File: config.mk
export PLATFORM = sky130hd
export DESIGN_NAME = well1024a_random_generator
export DESIGN_NICKNAME = d
export VERILOG_FILES = /design/src/rtl/well_pkg.sv /design/src/rtl/well_ram.sv /design/src/rtl/well_seq.sv /design/src/rtl/well_dp.sv /design/src/rtl/well1024a_random_generator.sv
export SDC_FILE = /design/constraint.sdc
export NUM_CORES = 2
export LEC_CHECK = 0
export BUFFER_PORTS_ARGS = -buffer_cell sky130_fd_sc_hd__buf_2
export CAP_MARGIN = 0
export CORE_ASPECT_RATIO = 0.75
export CORE_MARGIN = 1.5
export CORE_UTILIZATION = 50
export CTS_BUF_LIST = sky130_fd_sc_hd__clkbuf_2 sky130_fd_sc_hd__clkbuf_4 sky130_fd_sc_hd__clkbuf_8
export CTS_CLUSTER_SIZE = 25
export DETAILED_ROUTE_END_ITERATION = 7
export PLACE_DENSITY = 0.64
export SETUP_SLACK_MARGIN = 0.2
export SLEW_MARGIN = 20
export SYNTH_ARGS = -nofsm -noshare
export SYNTH_HDL_FRONTEND = slang
export SYNTH_SLANG_ARGS = --single-unit
File: constraint.sdc
create_clock -name clk -period 8.3 [get_ports clk]
set_clock_uncertainty 0.05 [all_clocks]
set_input_delay 0.415 -clock clk [delete_from_list [all_inputs] [get_ports clk]]
set_output_delay 0.415 -clock clk [all_outputs]
set_load 0.02 [all_outputs]
File: src/rtl/well_pkg.sv
// types, microcode table and bit functions shared by the well1024a generator
`default_nettype none
package well_pkg;

  localparam int unsigned WordW  = 32;
  localparam int unsigned RingD  = 32;
  localparam int unsigned IdxW   = 5;
  localparam int unsigned ThrW   = 33;

  localparam logic [IdxW-1:0]  TapM1    = IdxW'(3);
  localparam logic [IdxW-1:0]  TapM2    = IdxW'(24);
  localparam logic [IdxW-1:0]  TapM3    = IdxW'(10);
  localparam logic [WordW-1:0] SeedMult = 32'd1812433253;

  localparam logic CmdGenerate = 1'b0;
  localparam logic CmdReseed   = 1'b1;

  typedef struct packed {
    logic            command;
    logic [ThrW-1:0] threshold;
  } in_req_t;

  typedef struct packed {
    logic [WordW-1:0] random_word;
    logic             below_threshold;
  } out_rsp_t;

  typedef enum logic [2:0] {
    S_IDLE,
    S_G0,
    S_G1,
    S_G2,
    S_G3,
    S_G4,
    S_R0,
    S_R1
  } step_t;

  typedef enum logic [1:0] {
    RDA_TAP1,
    RDA_TAP3,
    RDA_LAST
  } rda_sel_t;

  typedef enum logic {
    RDB_TAP2,
    RDB_CUR
  } rdb_sel_t;

  typedef enum logic [1:0] {
    WR_NONE,
    WR_CUR,
    WR_LAST,
    WR_SEED
  } wr_sel_t;

  typedef struct packed {
    rda_sel_t rda;
    rdb_sel_t rdb;
    logic     cap_ab;
    logic     cap_z;
    logic     cap_res;
    wr_sel_t  wr;
    logic     emit;
    logic     seed_load;
    logic     loop;
    step_t    nxt;
  } ctl_t;

  typedef struct packed {
    logic cnt_last;
    logic out_blocked;
  } dp_sts_t;

  function automatic ctl_t ctl_rom(step_t s);
    ctl_t c;
    c = '{rda: RDA_TAP1, rdb: RDB_TAP2, cap_ab: 1'b0, cap_z: 1'b0, cap_res: 1'b0,
          wr: WR_NONE, emit: 1'b0, seed_load: 1'b0, loop: 1'b0, nxt: S_IDLE};
    case (s)
      S_G0: begin
        c.rda = RDA_TAP1;
        c.rdb = RDB_TAP2;
        c.nxt = S_G1;
      end
      S_G1: begin
        c.rda    = RDA_TAP3;
        c.rdb    = RDB_CUR;
        c.cap_ab = 1'b1;
        c.nxt    = S_G2;
      end
      S_G2: begin
        c.rda   = RDA_LAST;
        c.cap_z = 1'b1;
        c.nxt   = S_G3;
      end
      S_G3: begin
        c.cap_res = 1'b1;
        c.wr      = WR_CUR;
        c.nxt     = S_G4;
      end
      S_G4: begin
        c.wr   = WR_LAST;
        c.emit = 1'b1;
        c.nxt  = S_IDLE;
      end
      S_R0: begin
        c.seed_load = 1'b1;
        c.nxt       = S_R1;
      end
      S_R1: begin
        c.wr   = WR_SEED;
        c.loop = 1'b1;
        c.nxt  = S_IDLE;
      end
      default: begin
        c.nxt = S_IDLE;
      end
    endcase
    return c;
  endfunction

  function automatic logic [WordW-1:0] xor_rsh(logic [WordW-1:0] v, int unsigned s);
    return v ^ (v >> s);
  endfunction

  function automatic logic [WordW-1:0] xor_lsh(logic [WordW-1:0] v, int unsigned s);
    return v ^ (v << s);
  endfunction

endpackage
`default_nettype wire

File: src/rtl/well_ram.sv
// generic ram, one write port and two registered read ports
`default_nettype none
module well_ram #(
  parameter int unsigned Width = 32,
  parameter int unsigned Depth = 32
) (
  input  wire logic                     clk,
  input  wire logic                     wr_en,
  input  wire logic [$clog2(Depth)-1:0] wr_addr,
  input  wire logic [Width-1:0]         wr_data,
  input  wire logic [$clog2(Depth)-1:0] rd_addr_a,
  output logic      [Width-1:0]         rd_data_a,
  input  wire logic [$clog2(Depth)-1:0] rd_addr_b,
  output logic      [Width-1:0]         rd_data_b
);

  logic [Width-1:0] mem [Depth];

  always_ff @(posedge clk) begin
    if (wr_en) begin
      mem[wr_addr] <= wr_data;
    end
    rd_data_a <= mem[rd_addr_a];
    rd_data_b <= mem[rd_addr_b];
  end

endmodule
`default_nettype wire

File: src/rtl/well_seq.sv
// microcode sequencer: step counter, control rom and jumps
`default_nettype none
module well_seq (
  input  wire logic              clk,
  input  wire logic              rst_n,
  input  wire logic              in_valid,
  input  wire logic              in_command,
  output logic                   in_stall,
  output logic                   in_take,
  input  wire well_pkg::dp_sts_t sts,
  output well_pkg::ctl_t         ctl
);
  import well_pkg::*;

  step_t step_r;
  step_t step_nxt;
  ctl_t  rom_w;
  logic  hold;

  always_ff @(posedge clk) begin
    if (!rst_n) begin
      step_r <= S_IDLE;
    end else begin
      step_r <= step_nxt;
    end
  end

  always_comb begin
    rom_w    = ctl_rom(step_r);
    in_stall = (step_r != S_IDLE);
    in_take  = in_valid && !in_stall;
    hold     = rom_w.emit && sts.out_blocked;
    ctl      = rom_w;
    step_nxt = step_r;
    if (step_r == S_IDLE) begin
      if (in_take) begin
        step_nxt = (in_command == CmdReseed) ? S_R0 : S_G0;
      end
    end else if (hold) begin
      ctl.emit = 1'b0;
      ctl.wr   = WR_NONE;
    end else if (rom_w.loop && !sts.cnt_last) begin
      step_nxt = step_r;
    end else begin
      step_nxt = rom_w.nxt;
    end
  end

endmodule
`default_nettype wire

File: src/rtl/well_dp.sv
// datapath: ring memory, index, tap registers, seed multiplier, output register
`default_nettype none
module well_dp (
  input  wire logic                        clk,
  input  wire logic                        rst_n,
  input  wire well_pkg::ctl_t              ctl,
  output well_pkg::dp_sts_t                sts,
  input  wire logic                        in_take,
  input  wire logic [well_pkg::ThrW-1:0]   in_threshold,
  input  wire logic                        cfg_write_en,
  input  wire logic [well_pkg::WordW-1:0]  cfg_write_data,
  output logic                             out_valid,
  input  wire logic                        out_stall,
  output well_pkg::out_rsp_t               out_rsp
);
  import well_pkg::*;

  logic [WordW-1:0] seed_r;
  logic [IdxW-1:0]  index_r;
  logic [IdxW-1:0]  cnt_r;
  logic [WordW-1:0] prev_r;
  logic [WordW-1:0] a_r, b_r, z1_r, z2_r, res_r;
  logic [ThrW-1:0]  thr_r;
  logic             seeded_r;
  logic             out_valid_r;
  out_rsp_t         out_r;

  logic [IdxW-1:0]  last_idx;
  logic [IdxW-1:0]  rd_addr_a, rd_addr_b;
  logic [WordW-1:0] rd_data_a, rd_data_b;
  logic [WordW-1:0] da, db;
  logic             wr_en;
  logic [IdxW-1:0]  wr_addr;
  logic [WordW-1:0] wr_data;
  logic [IdxW-1:0]  cnt_inc;
  logic [WordW-1:0] prev_nxt;

  well_ram #(
    .Width(WordW),
    .Depth(RingD)
  ) u_ring (
    .clk      (clk),
    .wr_en    (wr_en),
    .wr_addr  (wr_addr),
    .wr_data  (wr_data),
    .rd_addr_a(rd_addr_a),
    .rd_data_a(rd_data_a),
    .rd_addr_b(rd_addr_b),
    .rd_data_b(rd_data_b)
  );

  always_comb begin
    last_idx = index_r - IdxW'(1);
    cnt_inc  = cnt_r + IdxW'(1);
    case (ctl.rda)
      RDA_TAP1: rd_addr_a = index_r + TapM1;
      RDA_TAP3: rd_addr_a = index_r + TapM3;
      RDA_LAST: rd_addr_a = last_idx;
      default:  rd_addr_a = index_r;
    endcase
    case (ctl.rdb)
      RDB_TAP2: rd_addr_b = index_r + TapM2;
      RDB_CUR:  rd_addr_b = index_r;
      default:  rd_addr_b = index_r;
    endcase
    // ring reads as zero until the first reseed
    da = seeded_r ? rd_data_a : '0;
    db = seeded_r ? rd_data_b : '0;
    wr_en   = 1'b1;
    wr_addr = index_r;
    wr_data = z1_r ^ z2_r;
    case (ctl.wr)
      WR_NONE: wr_en = 1'b0;
      WR_CUR: begin
        wr_addr = index_r;
        wr_data = z1_r ^ z2_r;
      end
      WR_LAST: begin
        wr_addr = last_idx;
        wr_data = res_r;
      end
      WR_SEED: begin
        wr_addr = cnt_r;
        wr_data = prev_r;
      end
      default: wr_en = 1'b0;
    endcase
    prev_nxt = (SeedMult * (prev_r ^ (prev_r >> 30))) + WordW'(cnt_inc);
    sts.cnt_last    = (cnt_r == '1);
    sts.out_blocked = out_valid_r && out_stall;
    out_valid = out_valid_r;
    out_rsp   = out_r;
  end

  always_ff @(posedge clk) begin
    if (!rst_n) begin
      seed_r      <= '0;
      index_r     <= '0;
      cnt_r       <= '0;
      seeded_r    <= 1'b0;
      out_valid_r <= 1'b0;
    end else begin
      if (cfg_write_en) begin
        seed_r <= cfg_write_data;
      end
      if (ctl.seed_load) begin
        cnt_r    <= '0;
        index_r  <= '0;
        seeded_r <= 1'b1;
      end
      if (ctl.wr == WR_SEED) begin
        cnt_r <= cnt_inc;
      end
      if (ctl.emit) begin
        out_valid_r <= 1'b1;
        index_r     <= last_idx;
      end else if (out_valid_r && !out_stall) begin
        out_valid_r <= 1'b0;
      end
    end
  end

  always_ff @(posedge clk) begin
    if (in_take) begin
      thr_r <= in_threshold;
    end
    if (ctl.seed_load) begin
      prev_r <= seed_r;
    end
    if (ctl.wr == WR_SEED) begin
      prev_r <= prev_nxt;
    end
    if (ctl.cap_ab) begin
      a_r <= xor_rsh(da, 8);
      b_r <= xor_lsh(db, 19);
    end
    if (ctl.cap_z) begin
      z2_r <= b_r ^ xor_lsh(da, 14);
      z1_r <= db ^ a_r;
    end
    if (ctl.cap_res) begin
      res_r <= xor_lsh(da, 11) ^ xor_lsh(z1_r, 7) ^ xor_lsh(z2_r, 13);
    end
    if (ctl.emit) begin
      out_r.random_word     <= res_r;
      out_r.below_threshold <= ({1'b0, res_r} <= thr_r);
    end
  end

endmodule
`default_nettype wire

File: src/rtl/well1024a_random_generator.sv
// top level of the well1024a random word generator
// Usage:
//   Input channel (in_valid, in_stall, in_req) takes one request at a time:
//   command generate returns one result, command reseed returns none.
//   Result channel (out_valid, out_stall, out_rsp) carries the new word as a
//   0.32 fraction and a flag set when it is at most the request's threshold.
//   cfg_write_en/cfg_write_data write seed register; user rule: idle, unchecked.
// Timing:
//   generate: taken in the idle step, then steps G0 to G4 register the result;
//   the next one waits for idle, set by the single write port of the ring ram
//   and the microcode program stepping through its five reads and two writes.
//   reseed: one ring word per cycle through the seed multiplier.
// Reset:
//   seed register, index and output valid clear; the ring reads as zeros
//   until the first reseed. No clearing pass.
// Back-pressure:
//   a finished result waits in the output register; the next request is
//   taken meanwhile and only its last step waits while the output is stalled.
`default_nettype none
module well1024a_random_generator (
  input  wire logic                       clk,
  input  wire logic                       rst_n,
  input  wire logic                       in_valid,
  output logic                            in_stall,
  input  wire well_pkg::in_req_t          in_req,
  output logic                            out_valid,
  input  wire logic                       out_stall,
  output well_pkg::out_rsp_t              out_rsp,
  input  wire logic                       cfg_write_en,
  input  wire logic [well_pkg::WordW-1:0] cfg_write_data
);
  import well_pkg::*;

  ctl_t    ctl;
  dp_sts_t sts;
  logic    in_take;

  well_seq u_seq (
    .clk       (clk),
    .rst_n     (rst_n),
    .in_valid  (in_valid),
    .in_command(in_req.command),
    .in_stall  (in_stall),
    .in_take   (in_take),
    .sts       (sts),
    .ctl       (ctl)
  );

  well_dp u_dp (
    .clk           (clk),
    .rst_n         (rst_n),
    .ctl           (ctl),
    .sts           (sts),
    .in_take       (in_take),
    .in_threshold  (in_req.threshold),
    .cfg_write_en  (cfg_write_en),
    .cfg_write_data(cfg_write_data),
    .out_valid     (out_valid),
    .out_stall     (out_stall),
    .out_rsp       (out_rsp)
  );

endmodule
`default_nettype wire

==> flow_summary.ini <==
[global_route]
overflow = 0
grt_antenna_before_repair = 10
grt_pass1_wl_um = 292300
grt_max_degree = 138
track_usage_pct = 28.36
grt_pass1_vias = 41510

[floorplanning]
num_rows = 119
chipWidth_um = 439.3
dieArea_mm2 = 0.1451
die_h_um = 330.2
start_util_pct = 50.63
ios = 106
core_mm2 = 0.1410

[worst_hold_path]
hp-class = input pin to flip-flop

[timing]
drv_slew = 0
hold_viol = 0
worstMarginPinSlew_ps = 1147
tns_ps = 0
slew_headroom_pct = 23.34
min_period_ps = 7480
finalSetupViolCount = 0
timing.final.crit_share_pct = 90.12
rsz0062_at_grt = false
max_freq_ghz = 0.1337

[layout]
design_area_mm2 = 0.07977
syn_to_final_growth_pct = 11.74
largest_reg_flops = 1024
nNetsFinal = 5181
fin_util_pct = 56.57
top_register = u_dp.u_ring.mem
drive_gt1_share_pct = 25.92
layout.cells.non_filler = 6745

[pwr]
ir_drop_mv = 0.4290
p_per_area_mw_per_mm2 = 301.2
power_leakage_uw = 0.02832

[outcome]
status = completed

[synthesis]
yosysUniqueCellTypes = 65
avgSynthCellArea_um2 = 16.12
netlist_instances = 4428
synth-main-ff-cell = edfxtp_1
synth_edf_count = 1282
ys_warn_count = 0
syn-num-nets = 4928
ys_seq_elements = 1393
async_reset_ff_share_pct = 0
synthesis.area_mm2 = 0.07139
synth_seq_area_share_pct = 57.04

[worst_setup_path]
endpoint = u_dp.prev_r[30]$_DFFE_PP_
timing.rr.end = u_dp.prev_r[30]$_DFFE_PP_
cp-start-kind = flip-flop
end_kind = flip-flop
critical_path_class = flip-flop to flip-flop
cp.arrival_ps = 8090
rrSetupSlack_ps = 820
cp.required_ps = 8920
r2r-start = u_dp.prev_r[30]$_DFFE_PP_
worstPathMaxFanout = 6
reg2regPathDepth = 24
cp-startpoint = u_dp.prev_r[30]$_DFFE_PP_

[clocking]
cts.htree.levels = 4
clk-insertion-delay-late_ps = 960
ctsLongestPathBuffers = 3
cts_tree = built
cts_setup_buffers = 0
clock-sinks = 1393
cts_made_buffers = 211
cts_root_buffer = clkbuf_8
clk_pin_slew_ps = 60

[route]
initialDrtViolationCount = 4792
vias_per_cell = 6.178
drc = 0
dr_total_vias = 41670
ant_nets = 0
wire_per_inst_um = 30.16
finalWirelength_um = 203400
drtPass1Iterations = 6

[place]
dp_cells = 6274
placed_area_mm2 = 0.07464
place.port_buffers = 105
routabilityCongestion = 0.8609
dp_hpwl_um = 127800

[job]
drv_cap = 0
## what timing repair did
action / in CTS / in global routing
resized for setup: 0 / 0
hold endpoints to repair: 69 / 0
hold buffers: 68 / 0
## how the worst min path moves through the flow
stage               slack, ps  cells past startpoint                            to                  startpoint
finish                    100                      3  u_seq.step_r[1]$_SDFFE_PN0P_                       rst_n
global route              130                      2  u_seq.step_r[0]$_SDFFE_PN0P_                       rst_n
CTS                        20                      3  u_seq.step_r[1]$_SDFFE_PN0P_                       rst_n
floorplan                 400                      0     u_dp.out_rsp[1]$_DFFE_PP_     u_dp.res_r[0]$_DFFE_PP_
global placement          440                      2    u_dp.cnt_r[4]$_SDFFE_PN0P_  u_dp.cnt_r[4]$_SDFFE_PN0P_
detailed placement        450                      2    u_dp.cnt_r[4]$_SDFFE_PN0P_  u_dp.cnt_r[4]$_SDFFE_PN0P_
## worst max-delay path: stages (launching register included)
cell and delay [ps]:
edfxtp_1 480, xor2_1 460, xor2_1 160, ha_1 200, or2_2 290, ha_1 270, inv_1 50, fa_1 510
inv_1 50, ha_1 190, fa_1 470, fa_1 510, fa_1 490, inv_1 50, fa_1 480, inv_1 40
ha_1 350, and3_1 230, nand2_1 110, nor2_1 70, a221oi_1 610, a31oi_1 260, o41ai_1 410, mux2i_1 230
nand3_1 160
## where the power goes
part	switching (µW)	internal [µW]	total (µW)
combinational	5470	3750	9210
sequential	693	8240	8930
clock	2770	3110	5890
## synth_stat cells (44+ instances only)
cell | count | share of area, %
a21oi_1 | 44 | 0.31
and2_1 | 67 | 0.59
buf_2 | 53 | 0.37
clkbuf_1 | 144 | 0.76
dfxtp_1 | 111 | 3.1
edfxtp_1 | 1282 | 54
fa_1 | 148 | 4.2
ha_1 | 281 | 4.9
inv_1 | 284 | 1.5
mux2i_1 | 51 | 0.72
mux4_2 | 576 | 18
nand2_1 | 449 | 2.4
nand3_1 | 155 | 1.1
nor2_1 | 67 | 0.35
o21ai_0 | 59 | 0.41
xnor2_1 | 165 | 2.0
xor2_1 | 139 | 1.7
## cells by family (layout without fill, tap and decap cells)
| kind of cell | Yosys count | after routing | share of synthesized area, % |
|---|---|---|---|
| adders and majority gates | 429 | 429 | 9.075 |
| buffers and inverters | 522 | 962 | 2.937 |
| muxes | 664 | 664 | 19.47 |
| xor gates and xnor gates | 305 | 305 | 3.752 |
| AOI/OAI and AO/OA | 268 | 268 | 2.363 |
| and+or+nand+nor | 847 | 847 | 5.366 |
| DFF | 1393 | 1393 | 57.04 |
| other | 0 | 2 | 0 |
## stage by stage
step	power (µW)	hold slack (ps)	setup slack (ps)
final	24030	95.71	820.4
after global placement	18060	436.2	968.8
after floorplan	15330	400.4	1664
after detailed placement	18130	445.3	787.8
after global routing	25390	129.4	417.8
after CTS	24020	18.65	781.4
## routing by layer
metal,routed length [µm],up-vias,GRT usage [%]
li1,-,17520,-
met1,84770,21610,41.40
met2,91180,2209,42.27
met3,22010,320,6.879
met4,5392,8,8.959
met5,56,-,0
## cell type report
type                    instances  area (µm²)
well taps                    1875        2346
multi-input cells            2513       29040
clock inverters                84       520.5
flip-flops and latches       1393       40730
diodes                          2       5.005
clock buffers                 316        3874
fillers                     10910       61230
repair buffers                277        2181
inverters                     285        1070
## placed cells by master (no fill, tap or decap), types with 31 or more instances in the layout
cell type      netlist  layout
nor2_1              67      33
and2_1              67      67
mux2_2              37      37
inv_1              284     283
buf_4               11      89
nand2_1            449     441
buf_2               53     105
mux2i_1             51      50
xor2_1             139     138
mux4_2             576     576
nor2_4               0      34
o21ai_0             59      46
clkbuf_8             0     240
clkinv_1             1      37
clkbuf_4             0      76
nand3_1            155     155
a22oi_1             35      35
xnor2_1            165     162
ha_1               281     281
nor2b_1             43      43
edfxtp_1          1282    1282
dfxtp_1            111     107
o21ai_1             36      36
dlygate4sd3_1        0      68
fa_1               148     148
a21oi_1             44      44
clkinv_2             0      31
Note: power is estimated with default switching activity, not from simulation.
